`config.mk`:
```
export PLATFORM = sky130hd
export DESIGN_NAME = humidity_digit_glyph_renderer
export DESIGN_NICKNAME = d
export VERILOG_FILES = /design/src/sv/hdgr_pkg.sv /design/src/sv/hdgr_front.sv /design/src/sv/hdgr_fifo.sv /design/src/sv/hdgr_back.sv /design/src/sv/humidity_digit_glyph_renderer.sv
export SDC_FILE = /design/constraint.sdc
export NUM_CORES = 1
export LEC_CHECK = 0
export BUFFER_PORTS_ARGS = -buffer_cell sky130_fd_sc_hd__buf_2
export CORE_AREA = 4 4 87 89
export DETAILED_ROUTE_END_ITERATION = 6
export DIE_AREA = 0 0 91 93
export MAX_ROUTING_LAYER = met4
export PLACE_DENSITY = 0.76
export REMOVE_ABC_BUFFERS = 1
export SLEW_MARGIN = 20
export SYNTH_ARGS = -nofsm -noshare
export SYNTH_HDL_FRONTEND = slang
export SYNTH_SLANG_ARGS = --single-unit
export TNS_END_PERCENT = 100
```
`constraint.sdc`:
```
create_clock -name clk_i -period 3.5 [get_ports clk_i]
set_clock_uncertainty 0.1 [all_clocks]
set_input_delay 0.35 -clock clk_i [delete_from_list [all_inputs] [get_ports clk_i]]
set_output_delay 0.35 -clock clk_i [all_outputs]
set_load 0.02 [all_outputs]
```
`src/sv/hdgr_pkg.sv`:
```
// Shared types, constants and ROM functions for the humidity digit glyph renderer.
// No dependencies; every module of the block imports this package.
`timescale 1ns / 1ps

package hdgr_pkg;

  localparam int unsigned QueueDepthDefault = 2;
  localparam int unsigned CmdLen = 6;
  localparam int unsigned PosW = 5;
  localparam logic [PosW-1:0] CmdLenPos = PosW'(CmdLen);
  localparam logic [PosW-1:0] LastPos = PosW'(29);

  localparam logic [7:0] CodeR = 8'h52;
  localparam logic [7:0] CodeE = 8'h45;

  typedef enum logic [1:0] {
    KIND_NONE = 2'd0,
    KIND_R    = 2'd1,
    KIND_E    = 2'd2
  } hdgr_kind_e;

  // One classified request waiting for the back end.
  typedef struct packed {
    hdgr_kind_e  kind;
    logic [1:0]  hundreds;
    logic [3:0]  tens;
    logic [3:0]  ones;
  } hdgr_item_t;

  localparam logic [7:0] FontRom [10][8] = '{
    '{8'h00, 8'hFF, 8'h81, 8'h81, 8'h81, 8'h81, 8'hFF, 8'h00},
    '{8'h00, 8'h00, 8'h00, 8'hFF, 8'h00, 8'h00, 8'h00, 8'h00},
    '{8'h00, 8'hF1, 8'h91, 8'h91, 8'h91, 8'h91, 8'h9F, 8'h00},
    '{8'h00, 8'h91, 8'h91, 8'h91, 8'h91, 8'h91, 8'hFF, 8'h00},
    '{8'h00, 8'h1F, 8'h10, 8'h10, 8'hFC, 8'h10, 8'h10, 8'h00},
    '{8'h00, 8'h9F, 8'h91, 8'h91, 8'h91, 8'h91, 8'hF1, 8'h00},
    '{8'h00, 8'hFF, 8'h91, 8'h91, 8'h91, 8'h91, 8'hF1, 8'h00},
    '{8'h00, 8'h01, 8'h01, 8'h01, 8'h01, 8'h01, 8'hFF, 8'h00},
    '{8'h00, 8'hFF, 8'h91, 8'h91, 8'h91, 8'h91, 8'hFF, 8'h00},
    '{8'h00, 8'h8F, 8'h91, 8'h91, 8'h91, 8'h91, 8'hFF, 8'h00}
  };

  // Clamp to the last glyph for codes above nine.
  function automatic logic [7:0] font_row(logic [3:0] digit, logic [2:0] row);
    logic [3:0] g;
    g = (digit > 4'd9) ? 4'd9 : digit;
    return FontRom[g][row];
  endfunction

  // Page/column window command bytes; only the page start differs per row.
  function automatic logic [7:0] cmd_byte(hdgr_kind_e kind, logic [2:0] idx);
    logic [7:0] b;
    case (idx)
      3'd0:    b = 8'h22;
      3'd1:    b = (kind == KIND_E) ? 8'h03 : 8'h00;
      3'd2:    b = 8'h00;
      3'd3:    b = 8'h21;
      3'd4:    b = 8'h18;
      3'd5:    b = 8'h38;
      default: b = 8'h00;
    endcase
    return b;
  endfunction

endpackage

```
`src/sv/hdgr_front.sv`:
```
// Front end: classify the sensor code and split the value into decimal digits.
// Depends on hdgr_pkg.
`timescale 1ns / 1ps

module hdgr_front (
  input  logic              [7:0] sensor_code_i,
  input  logic              [7:0] humidity_i,
  output hdgr_pkg::hdgr_item_t    item_o
);
  import hdgr_pkg::*;

  logic [1:0]  hundreds;
  logic [6:0]  rem;
  logic [14:0] tens_prod;
  logic [3:0]  tens;
  logic [6:0]  tens_x10;
  logic [6:0]  ones_full;

  always_comb begin
    if (humidity_i >= 8'd200) begin
      hundreds = 2'd2;
      rem      = 7'(humidity_i - 8'd200);
    end else if (humidity_i >= 8'd100) begin
      hundreds = 2'd1;
      rem      = 7'(humidity_i - 8'd100);
    end else begin
      hundreds = 2'd0;
      rem      = humidity_i[6:0];
    end
    // rem < 100: divide by ten as multiply by 205 / 2048
    tens_prod = 15'(rem) * 15'd205;
    tens      = tens_prod[14:11];
    tens_x10  = 7'(tens) * 7'd10;
    ones_full = rem - tens_x10;
  end

  always_comb begin
    item_o.hundreds = hundreds;
    item_o.tens     = tens;
    item_o.ones     = ones_full[3:0];
    case (sensor_code_i)
      CodeR:   item_o.kind = KIND_R;
      CodeE:   item_o.kind = KIND_E;
      default: item_o.kind = KIND_NONE;
    endcase
  end

endmodule

```
`src/sv/hdgr_fifo.sv`:
```
// Short request queue between front and back end.
// Depends on hdgr_pkg for the entry type.
`timescale 1ns / 1ps

module hdgr_fifo #(
  parameter int unsigned Depth = hdgr_pkg::QueueDepthDefault
) (
  input  logic                 clk_i,
  input  logic                 rst_ni,
  input  logic                 push_i,
  input  hdgr_pkg::hdgr_item_t push_data_i,
  output logic                 full_o,
  input  logic                 pop_i,
  output logic                 valid_o,
  output hdgr_pkg::hdgr_item_t head_o
);
  import hdgr_pkg::*;

  localparam int unsigned PtrW = (Depth > 1) ? $clog2(Depth) : 1;
  localparam int unsigned CntW = $clog2(Depth + 1);
  localparam logic [PtrW-1:0] PtrLast = PtrW'(Depth - 1);
  localparam logic [CntW-1:0] CntFull = CntW'(Depth);

  hdgr_item_t            mem_q [Depth];
  logic [PtrW-1:0]       wr_ptr_q, wr_ptr_d;
  logic [PtrW-1:0]       rd_ptr_q, rd_ptr_d;
  logic [CntW-1:0]       count_q, count_d;
  logic                  do_push, do_pop;

  assign full_o  = (count_q == CntFull);
  assign valid_o = (count_q != '0);
  assign head_o  = mem_q[rd_ptr_q];
  assign do_push = push_i && !full_o;
  assign do_pop  = pop_i && valid_o;

  always_comb begin
    wr_ptr_d = wr_ptr_q;
    rd_ptr_d = rd_ptr_q;
    count_d  = count_q;
    if (do_push) begin
      wr_ptr_d = (wr_ptr_q == PtrLast) ? '0 : wr_ptr_q + 1'b1;
    end
    if (do_pop) begin
      rd_ptr_d = (rd_ptr_q == PtrLast) ? '0 : rd_ptr_q + 1'b1;
    end
    if (do_push && !do_pop) begin
      count_d = count_q + 1'b1;
    end else if (do_pop && !do_push) begin
      count_d = count_q - 1'b1;
    end
  end

  always_ff @(posedge clk_i or negedge rst_ni) begin
    if (!rst_ni) begin
      wr_ptr_q <= '0;
      rd_ptr_q <= '0;
      count_q  <= '0;
    end else begin
      wr_ptr_q <= wr_ptr_d;
      rd_ptr_q <= rd_ptr_d;
      count_q  <= count_d;
    end
  end

  always_ff @(posedge clk_i) begin
    if (do_push) begin
      mem_q[wr_ptr_q] <= push_data_i;
    end
  end

  assert property (@(posedge clk_i) disable iff (!rst_ni) count_q <= CntFull)
    else $error("queue count above depth");
  assert property (@(posedge clk_i) disable iff (!rst_ni)
    (do_push && !do_pop) |=> (count_q == $past(count_q) + 1'b1))
    else $error("queue count missed a push");
  assert property (@(posedge clk_i) disable iff (!rst_ni)
    (do_pop && !do_push) |=> (count_q == $past(count_q) - 1'b1))
    else $error("queue count missed a pop");

endmodule

```
`src/sv/hdgr_back.sv`:
```
// Back end: walk one request byte by byte into a registered output stage.
// Depends on hdgr_pkg for the entry type, command and font functions.
`timescale 1ns / 1ps

module hdgr_back (
  input  logic                 clk_i,
  input  logic                 rst_ni,
  input  logic                 req_valid_i,
  input  hdgr_pkg::hdgr_item_t req_i,
  output logic                 req_pop_o,
  output logic                 m_axis_tvalid_o,
  input  logic                 m_axis_tready_i,
  output logic           [7:0] m_axis_tdata_o,
  output logic                 m_axis_tuser_o,
  output logic                 m_axis_tlast_o
);
  import hdgr_pkg::*;

  logic [PosW-1:0] pos_q, pos_d, pos;
  logic            active_q, active_d;
  logic            out_valid_q, out_valid_d;
  logic [7:0]      out_byte_q, byte_sel;
  logic            out_data_q, out_last_q;
  logic            advance, load, is_cmd, is_last;
  logic [PosW-1:0] off;
  logic [3:0]      digit;

  assign advance = !out_valid_q || m_axis_tready_i;
  assign load    = advance && req_valid_i;

  always_comb begin
    if (active_q) begin
      pos = pos_q;
    end else begin
      pos = (req_i.kind == KIND_NONE) ? CmdLenPos : '0;
    end
    is_cmd  = (pos < CmdLenPos);
    is_last = (pos == LastPos);
    off     = pos - CmdLenPos;
    case (off[4:3])
      2'd0:    digit = {2'b00, req_i.hundreds};
      2'd1:    digit = req_i.tens;
      default: digit = req_i.ones;
    endcase
    byte_sel = is_cmd ? cmd_byte(req_i.kind, pos[2:0]) : font_row(digit, off[2:0]);
  end

  always_comb begin
    pos_d       = pos_q;
    active_d    = active_q;
    out_valid_d = out_valid_q;
    if (advance) begin
      out_valid_d = load;
    end
    if (load) begin
      pos_d    = pos + 1'b1;
      active_d = !is_last;
    end
  end

  assign req_pop_o = load && is_last;

  always_ff @(posedge clk_i or negedge rst_ni) begin
    if (!rst_ni) begin
      pos_q       <= '0;
      active_q    <= 1'b0;
      out_valid_q <= 1'b0;
    end else begin
      pos_q       <= pos_d;
      active_q    <= active_d;
      out_valid_q <= out_valid_d;
    end
  end

  always_ff @(posedge clk_i) begin
    if (load) begin
      out_byte_q <= byte_sel;
      out_data_q <= !is_cmd;
      out_last_q <= is_last;
    end
  end

  assign m_axis_tvalid_o = out_valid_q;
  assign m_axis_tdata_o  = out_byte_q;
  assign m_axis_tuser_o  = out_data_q;
  assign m_axis_tlast_o  = out_last_q;

  assert property (@(posedge clk_i) disable iff (!rst_ni)
    (out_valid_q && out_last_q) |-> out_data_q)
    else $error("final byte of a run is not pixel data");
  assert property (@(posedge clk_i) disable iff (!rst_ni)
    active_q |-> (pos_q >= 5'd1 && pos_q <= LastPos))
    else $error("byte position out of range mid-run");
  assert property (@(posedge clk_i) disable iff (!rst_ni)
    req_pop_o |=> (!active_q && out_last_q && out_valid_q))
    else $error("request dropped without a marked last byte");

endmodule

```
`src/sv/humidity_digit_glyph_renderer.sv`:
```
// Top level of the humidity digit glyph renderer: front end, request queue, back end.
// Depends on hdgr_pkg, hdgr_front, hdgr_fifo and hdgr_back.
`timescale 1ns / 1ps

// Usage
// - Slave stream: one request per accepted beat (tvalid & tready), carrying a
//   sensor code and an 8-bit humidity value.
// - Master stream: one display byte per beat. tuser is the data/command line
//   level (1 pixel data, 0 command), tlast marks the last byte of a request.
// - Code 'R' or 'E' produces 6 window command bytes, then 24 glyph bytes
//   (hundreds, tens, ones; 8 font rows each). Other codes give only the 24.
// - A request passes through the queue and then the back end's output register
//   before its first byte shows on the master side.
// - Throughput: one output byte per cycle while the receiver keeps tready high;
//   set by the back end's byte sequencer.
// - The front end classifies and splits digits in the accept cycle and
//   pushes into a QueueDepth-entry queue, so requests are taken while the
//   back end still emits earlier ones; tready drops only when the queue fills.
// - Receiver stall: the output register holds its byte and the sequencer
//   waits; the request being emitted keeps its queue entry until its last
//   byte, so the queue absorbs up to QueueDepth - 1 further requests.
// - Reset: clears queue pointers, the sequencer and the output valid; no
//   byte is presented until a request arrives.

module humidity_digit_glyph_renderer #(
  parameter int unsigned QueueDepth = hdgr_pkg::QueueDepthDefault
) (
  input  logic        clk_i,
  input  logic        rst_ni,
  input  logic        s_axis_tvalid_i,
  output logic        s_axis_tready_o,
  input  logic [15:0] s_axis_tdata_i,   // [7:0] sensor_code, [15:8] humidity
  output logic        m_axis_tvalid_o,
  input  logic        m_axis_tready_i,
  output logic  [7:0] m_axis_tdata_o,   // [7:0] out_byte
  output logic        m_axis_tuser_o,   // [0] is_data
  output logic        m_axis_tlast_o    // last_of_run
);
  import hdgr_pkg::*;

  hdgr_item_t front_item;
  hdgr_item_t head_item;
  logic       queue_full;
  logic       queue_valid;
  logic       queue_pop;

  // Classify the request and split the value into digits.
  hdgr_front u_front (
    .sensor_code_i (s_axis_tdata_i[7:0]),
    .humidity_i    (s_axis_tdata_i[15:8]),
    .item_o        (front_item)
  );

  // Take a request whenever the queue has room.
  assign s_axis_tready_o = !queue_full;

  hdgr_fifo #(
    .Depth (QueueDepth)
  ) u_fifo (
    .clk_i       (clk_i),
    .rst_ni      (rst_ni),
    .push_i      (s_axis_tvalid_i),
    .push_data_i (front_item),
    .full_o      (queue_full),
    .pop_i       (queue_pop),
    .valid_o     (queue_valid),
    .head_o      (head_item)
  );

  // Emit command and glyph bytes for the head request; pop it on its last byte.
  hdgr_back u_back (
    .clk_i           (clk_i),
    .rst_ni          (rst_ni),
    .req_valid_i     (queue_valid),
    .req_i           (head_item),
    .req_pop_o       (queue_pop),
    .m_axis_tvalid_o (m_axis_tvalid_o),
    .m_axis_tready_i (m_axis_tready_i),
    .m_axis_tdata_o  (m_axis_tdata_o),
    .m_axis_tuser_o  (m_axis_tuser_o),
    .m_axis_tlast_o  (m_axis_tlast_o)
  );

endmodule

```
# Yosys cells after proc, flatten, opt, wreduce, memory -nomap -nowiden
# Memory sizes are Yosys's and may differ from the RTL's.
# Index checks and enable logic that the tools add are counted.
totals:
  mem_count: 2
  wordCells: 81
  romBits: 1024
  in_bits: 20
  ram_bits: 24
  output_inout_bits: 12
  ff_bits: 21
memory_table:
  columns: ["memory", "depth", "word_bits", "read_ports", "rd_clocked_by_memory_dff", "write_ports", "line", "rtl"]
  rows:
  - ["(no name shown)", 16, 64, 1, 0, 0, "hdgr_pkg.sv:47", "return FontRom[g][row];"]
  - ["u_fifo.mem_q", 2, 12, 1, 0, 1, "hdgr_fifo.sv:24", "hdgr_item_t mem_q [Depth];"]
classes:
  bitwise: 2
  n_lt_le_gt_ge: 6
  eq_ne: 10
  addsub: 9
  muxes: 23
  n_reduce_logical: 18
  n_mul: 2
op_table:
  columns: ["operator", "n"]
  rows:
  - ["2-to-1 mux 64 bit", 2]
  - ["case mux 8 bit (5 select lines)", 1]
  - ["binary-select mux 8 bit (select 3 bit)", 1]
  - ["2-to-1 mux 8 bit", 3]
  - ["== test 8 x 7 -> 1 bit, second input constant", 2]
  - ["multiplier 7 x 8 -> 15 bit, second input constant", 1]
  - ["2-to-1 mux 7 bit", 2]
  - ["subtractor 7 bit, second input constant", 2]
  - ["greater-or-equal comparator 8 x 7 -> 1 bit, second input constant", 1]
  - ["greater-or-equal comparator 8 bit, second input constant", 1]
  - ["2-to-1 mux 2 bit", 4]
  - ["case mux 4 bit (2 select lines)", 1]
  - ["== test 3 bit, second input constant", 2]
  - ["logical AND 1 bit", 6]
  - ["logical NOT 1 bit", 6]
  - ["adder 5 x 1 -> 5 bit, second input constant", 1]
  - ["== test 5 bit, second input constant", 1]
  - ["greater-or-equal comparator 5 bit, second input constant", 1]
  - ["less-than comparator 5 x 3 -> 1 bit, second input constant", 1]
  - ["2-to-1 mux 1 bit", 5]
  - ["2-to-1 mux 5 bit", 1]
  - ["inverter 4 -> 5 bit", 1]
  - ["subtractor 5 x 3 -> 5 bit, second input constant", 1]
  - ["== test 2 bit, second input constant", 2]
  - ["other kinds (18)", 21]

# Depth between registers and ports, before layout
# An unclocked memory read counts as a cell.
logic_depth:
  ltp_word: 17
  mapped_depth: 27
  ltp_nobuf: 27

# By module
# Synthesis repeated with hierarchy kept, for this count alone.
unflattened:
  hier_cells: 423
  hier_area_um2: 4161.5
modules_own_cells:
  columns: ["module", "instances", "cells_per_inst", "area_per_inst_um2"]
  rows:
  - ["hdgr_back", 1, 221, 1791.7]
  - ["hdgr_front", 1, 145, 1296.2]
  - ["hdgr_fifo", 1, 56, 1069.8]
  - ["humidity_digit_glyph_renderer", 1, 1, 3.8]

# Least setup slack after synthesis
# Ideal clock, no wire load.
synth_path:
  path_kind: "input to register"
  start: "input port s_axis_tdata_i[11]"
  end: "memory u_fifo.mem_q[0][3] (netlist name), data pin"
  t_required_ps: 3137
  path_buffers: 0
  stages: 26
  arrival_ps: 5560
  setup_slack_ps: -2423
  cell_sequence: "inv_1 > ha_1 > and3_2 > a221oi_1 > nor2_1 > a22oi_1 > xnor2_1 > ha_1 > fa_1 > ha_1 > inv_1 > fa_1 > inv_1 > ha_1 > a21o_1 > a21o_1 > a21oi_1 > a31oi_1 > o21a_1 > nor2_1 > ha_1 > inv_1 > fa_1 > xnor2_1 > xnor2_1 > xnor2_1"
synth_rtl:
  columns: ["item", "line", "rtl"]
  rows:
  - ["start, declared", "humidity_digit_glyph_renderer.sv:32", "input logic [15:0] s_axis_tdata_i,"]
  - ["end, declared", "hdgr_fifo.sv:24", null]

==> results.txt <==
* Buffering stage count on the worst path with inverters included: 4
- Cell with the most instances on the worst path: xnor2_2
- H-tree levels: 2
- Worst skew pair latency: a little over 300 ps
- Area inside the core boundary: ~6800 sq um
- For this run, the number of Yosys warnings is 0.
- Setup repair after global routing could not meet its margin everywhere.
- Setup slack on the worst reg-to-reg path comes out at -120 ps.
- The worst register-to-register path begins at u_fifo.mem_q[0][11].
* I/O Buffers: 31
- For the finished layout, the period the worst path requires is about 5600 ps.
- The final reports fail on setup timing.
* Die area: between 8000 and 9000 sq um
- The path class of the tightest hold or removal check is input port to flip-flop.
- STA classifies the critical path endpoint as a flip-flop.
- TritonCTS clock tree: done
* Crit path capture: u_fifo.mem_q[1][3]
- Bufs on Longest Clock Path: 2
- Number of iterations in the first detailed-routing pass: 4
- Max-Slew Margin vs Limit: 30.7%
- Walking the worst path, the cells encountered are buf_8, buf_6, or3_4, o21ai_4, inv_2, a22oi_2, xnor2_2, buf_4, ha_4, fa_2, fa_1, ha_1, ha_1, nand4_1, nor2_1, o2111ai_1, a31oi_2, o21a_1, or2_1, xnor2_2, fa_2, xnor2_2, xnor2_2, xnor2_1.
- Initial antenna violation count: 0
* Proportion of synthesized chip area in sequential cells: between 30% and 40%
* Crit path max-delay cell type: fa_1
- The run finished, with violations left.
- For this block, the via count after detailed routing is 3200.
- Number of global-route vias before repair: just over 3000
- The number of antenna diodes in the final layout is 0.
* Mean area per synthesized cell: approximately 10 sq um
- At the pin with the least slew margin, the transition time is approximately 1000 ps.
* Main synth FF type: edfxtp_1
* Number of clock sinks: 45
- Count of nets after finishing: 555
- Via-per-instance ratio: ~5.8
- The finished layout holds 554 standard cells, fillers aside.
* Setup slack of the critical path after layout: -2140 ps
* Total detailed-routing wirelength: around 10000 um
* Root cell of the clock tree: clkbuf_8
- Total stage count of the critical path: 24
- Number of placed cells counting well taps: 525
- Synth Register Bits: 45
* Total gr overflow: 0
* Fin. max-slew vios: 0
- Number of standard-cell rows in the floorplan: 30
- Area of the mapped netlist: approximately 3700 sq um
- The worst setup path is of the input port to flip-flop kind.
* DRC violation total after the first TritonRoute iteration: ~160
- Data arrival time of the worst path: between 5000 and 6000 ps
* Final routed wire length divided by cell count: roughly 19 um
- Worst Path Max Fanout: 5
* Share of the clock period used by the worst path after layout: 161%
* Worst setup path startpoint: s_axis_tdata_i[11]
- Final routed DRC violation total: 0
- Worst-case reg-to-reg path depth: 18
- During I/O placement, the number of pins put on the boundary was 32.
* Effective utilization at floorplan: a little over half
* Antenna-violating nets left: 0
- Maximum number of pins on one net before global-route repair: 16
- Maximum single-stage delay on the critical path: about 500 ps
* Num CTS Buffers: 5
* Highest clock frequency the design can meet: roughly 0.18 GHz
- The cell family contributing the most delay on the critical path is adder cells.
- Number of max-cap violations: 0
* Filler cell count in the final layout: ~410
* Share of layout cells above drive strength 1: between 40% and 50%
- CTS clock-pin slew for the worst setup and hold paths: about 90 ps
* Count of final hold-check violations: 0
* Die width: ~91 um
- Req. time, crit path: ~3500 ps
- Post-synth EDFFs: 34
- In the synthesized netlist, the number of instances is around 360.
* Reg2reg end: u_back.m_axis_tdata_o[4]
- Counting flops with an async set or reset pin after synthesis yields a share of 24.4%.
* Die boundary height: 93 um
- The netlist uses 63 different library cells.
- Category of the worst setup path launch point: input port
* GRT Overall Usage: between 10% and 20%
- Final weighted congestion in routability-driven placement: 0.917
- Global-route wire length before repair: ~14000 um
- Detailed placement finished with a half-perimeter wire length of roughly 6000 um.
- Setup-violating endpoint count in the final report: 20
- From synthesis to final layout, the design area changed by 40.0%.
==> metrics by stage <==
stage | util (%) | instance area (sq um) | setup WS [ps] | setup TNS, ps | hold WS (ps)
after global placement | 64.8 | 4380 | -2480 | -27350 | 125
after global routing | 76.5 | 5170 | -2310 | -26600 | 224
final | 76.5 | 5170 | -2140 | -23160 | 199
after detailed placement | 64.8 | 4380 | -2640 | -29580 | 130
after floorplan | - | 3640 | -2420 | -29610 | -45.6
after CTS | 70.1 | 4740 | -2030 | -20450 | 195
==> sequential cells by signal (all words and copies together), names as in the netlist <==
signal / cells
u_back.m_axis_tlast_o: 1
u_back.active_q: 1
u_back.m_axis_tvalid_o: 1
u_fifo.mem_q: 24
u_fifo.wr_ptr_q: 1
u_fifo.count_q: 2
u_fifo.rd_ptr_q: 1
u_back.pos_q: 5
u_back.m_axis_tdata_o: 8
u_back.m_axis_tuser_o: 1
==> routing by layer <==
| layer | wire length (um) | vias up | GRT usage, % |
|---|---|---|---|
| met4 | 393 | 0 | 6.66 |
| met5 | 0 | - | - |
| met1 | 4040 | 1537 | 23.0 |
| met2 | 5440 | 105 | 35.6 |
| met3 | 403 | 36 | 3.30 |
| li1 | - | 1522 | - |
==> layout by cell type, fill, tap and decap left out, types with 11 or more instances in the layout <==
master	n
nand2_1	22
edfxtp_1	34
ha_4	15
buf_4	76
buf_2	29
ha_1	35
dfrtp_1	11
nor2_1	20
o21ai_0	11
inv_1	30
==> repair_timing <==
item,in CTS,in global routing
gates cloned,0,0
hold buffers,1,0
resized for setup,41,72
endpoints found under the setup margin,22,22
buffers inserted,9,13
hold endpoints to repair,11,0
pin swaps,32,29
==> worst min-delay path by stage <==
stage	start	to	slack, ps	cells after the start
after floorplan	rst_ni	u_back.active_q	-50	0
after global placement	rst_ni	u_fifo.wr_ptr_q	130	1
after detailed placement	rst_ni	u_fifo.wr_ptr_q	130	1
after CTS	m_axis_tready_i	u_back.m_axis_tvalid_o	200	3
after global routing	m_axis_tready_i	u_back.m_axis_tvalid_o	220	3
final	m_axis_tready_i	u_back.m_axis_tvalid_o	200	3
==> kinds of logic (layout without fill, tap and decap cells) <==
kind of cell	count (synthesis)	count (layout)	share of synthesized area, %
compound gates	74	74	14.2
xor+xnor	16	16	3.80
fa+ha+maj	62	62	22.8
buf+inv	49	165	5.49
flops	45	45	35.1
mux	21	21	6.27
simple gates	91	91	12.3
==> cell type report <==
class                      count  area (sq um)  share of cell area [%]
multi-input combinational    264          2680                    51.8
sequential                    45          1300                    25.1
timing repair buffer         116           842                    16.3
inverter                      41           164                    3.17
tap                           80           100                    1.94
clock buffer                   5          68.8                    1.33
clock inverter                 3          20.0                   0.387
==> Yosys cell counts, types with 3 or more instances <==
cell	n	area (sq um)
a21oi_1	13	65.1
ha_1	53	663
nand2_1	26	97.6
nor2b_1	3	18.8
a31oi_1	4	25.0
and2_1	3	18.8
xor2_1	4	35.0
nand4_1	3	18.8
fa_1	9	180
nand3_1	7	35.0
mux2_2	7	78.8
xnor2_1	12	105
and3_1	3	18.8
buf_2	3	15.0
nand2b_1	4	25.0
edfxtp_1	34	1020
mux2i_1	13	130
dfrtp_1	11	275
o221ai_1	4	35.0
nor2_1	23	86.3
o21a_1	3	22.5
a21o_1	3	22.5
inv_1	39	146
o22ai_1	4	25.0
o21ai_0	17	85.1
nor3_1	7	35.0
==> tightest hold or removal path, cell delays in order <==
cell      delay (ps)
buf_2             70
nand2b_1         110
nand2_1           50
Power is not shown: default switching activity piles up to over one toggle a cycle in this logic, so the estimate is an artifact.
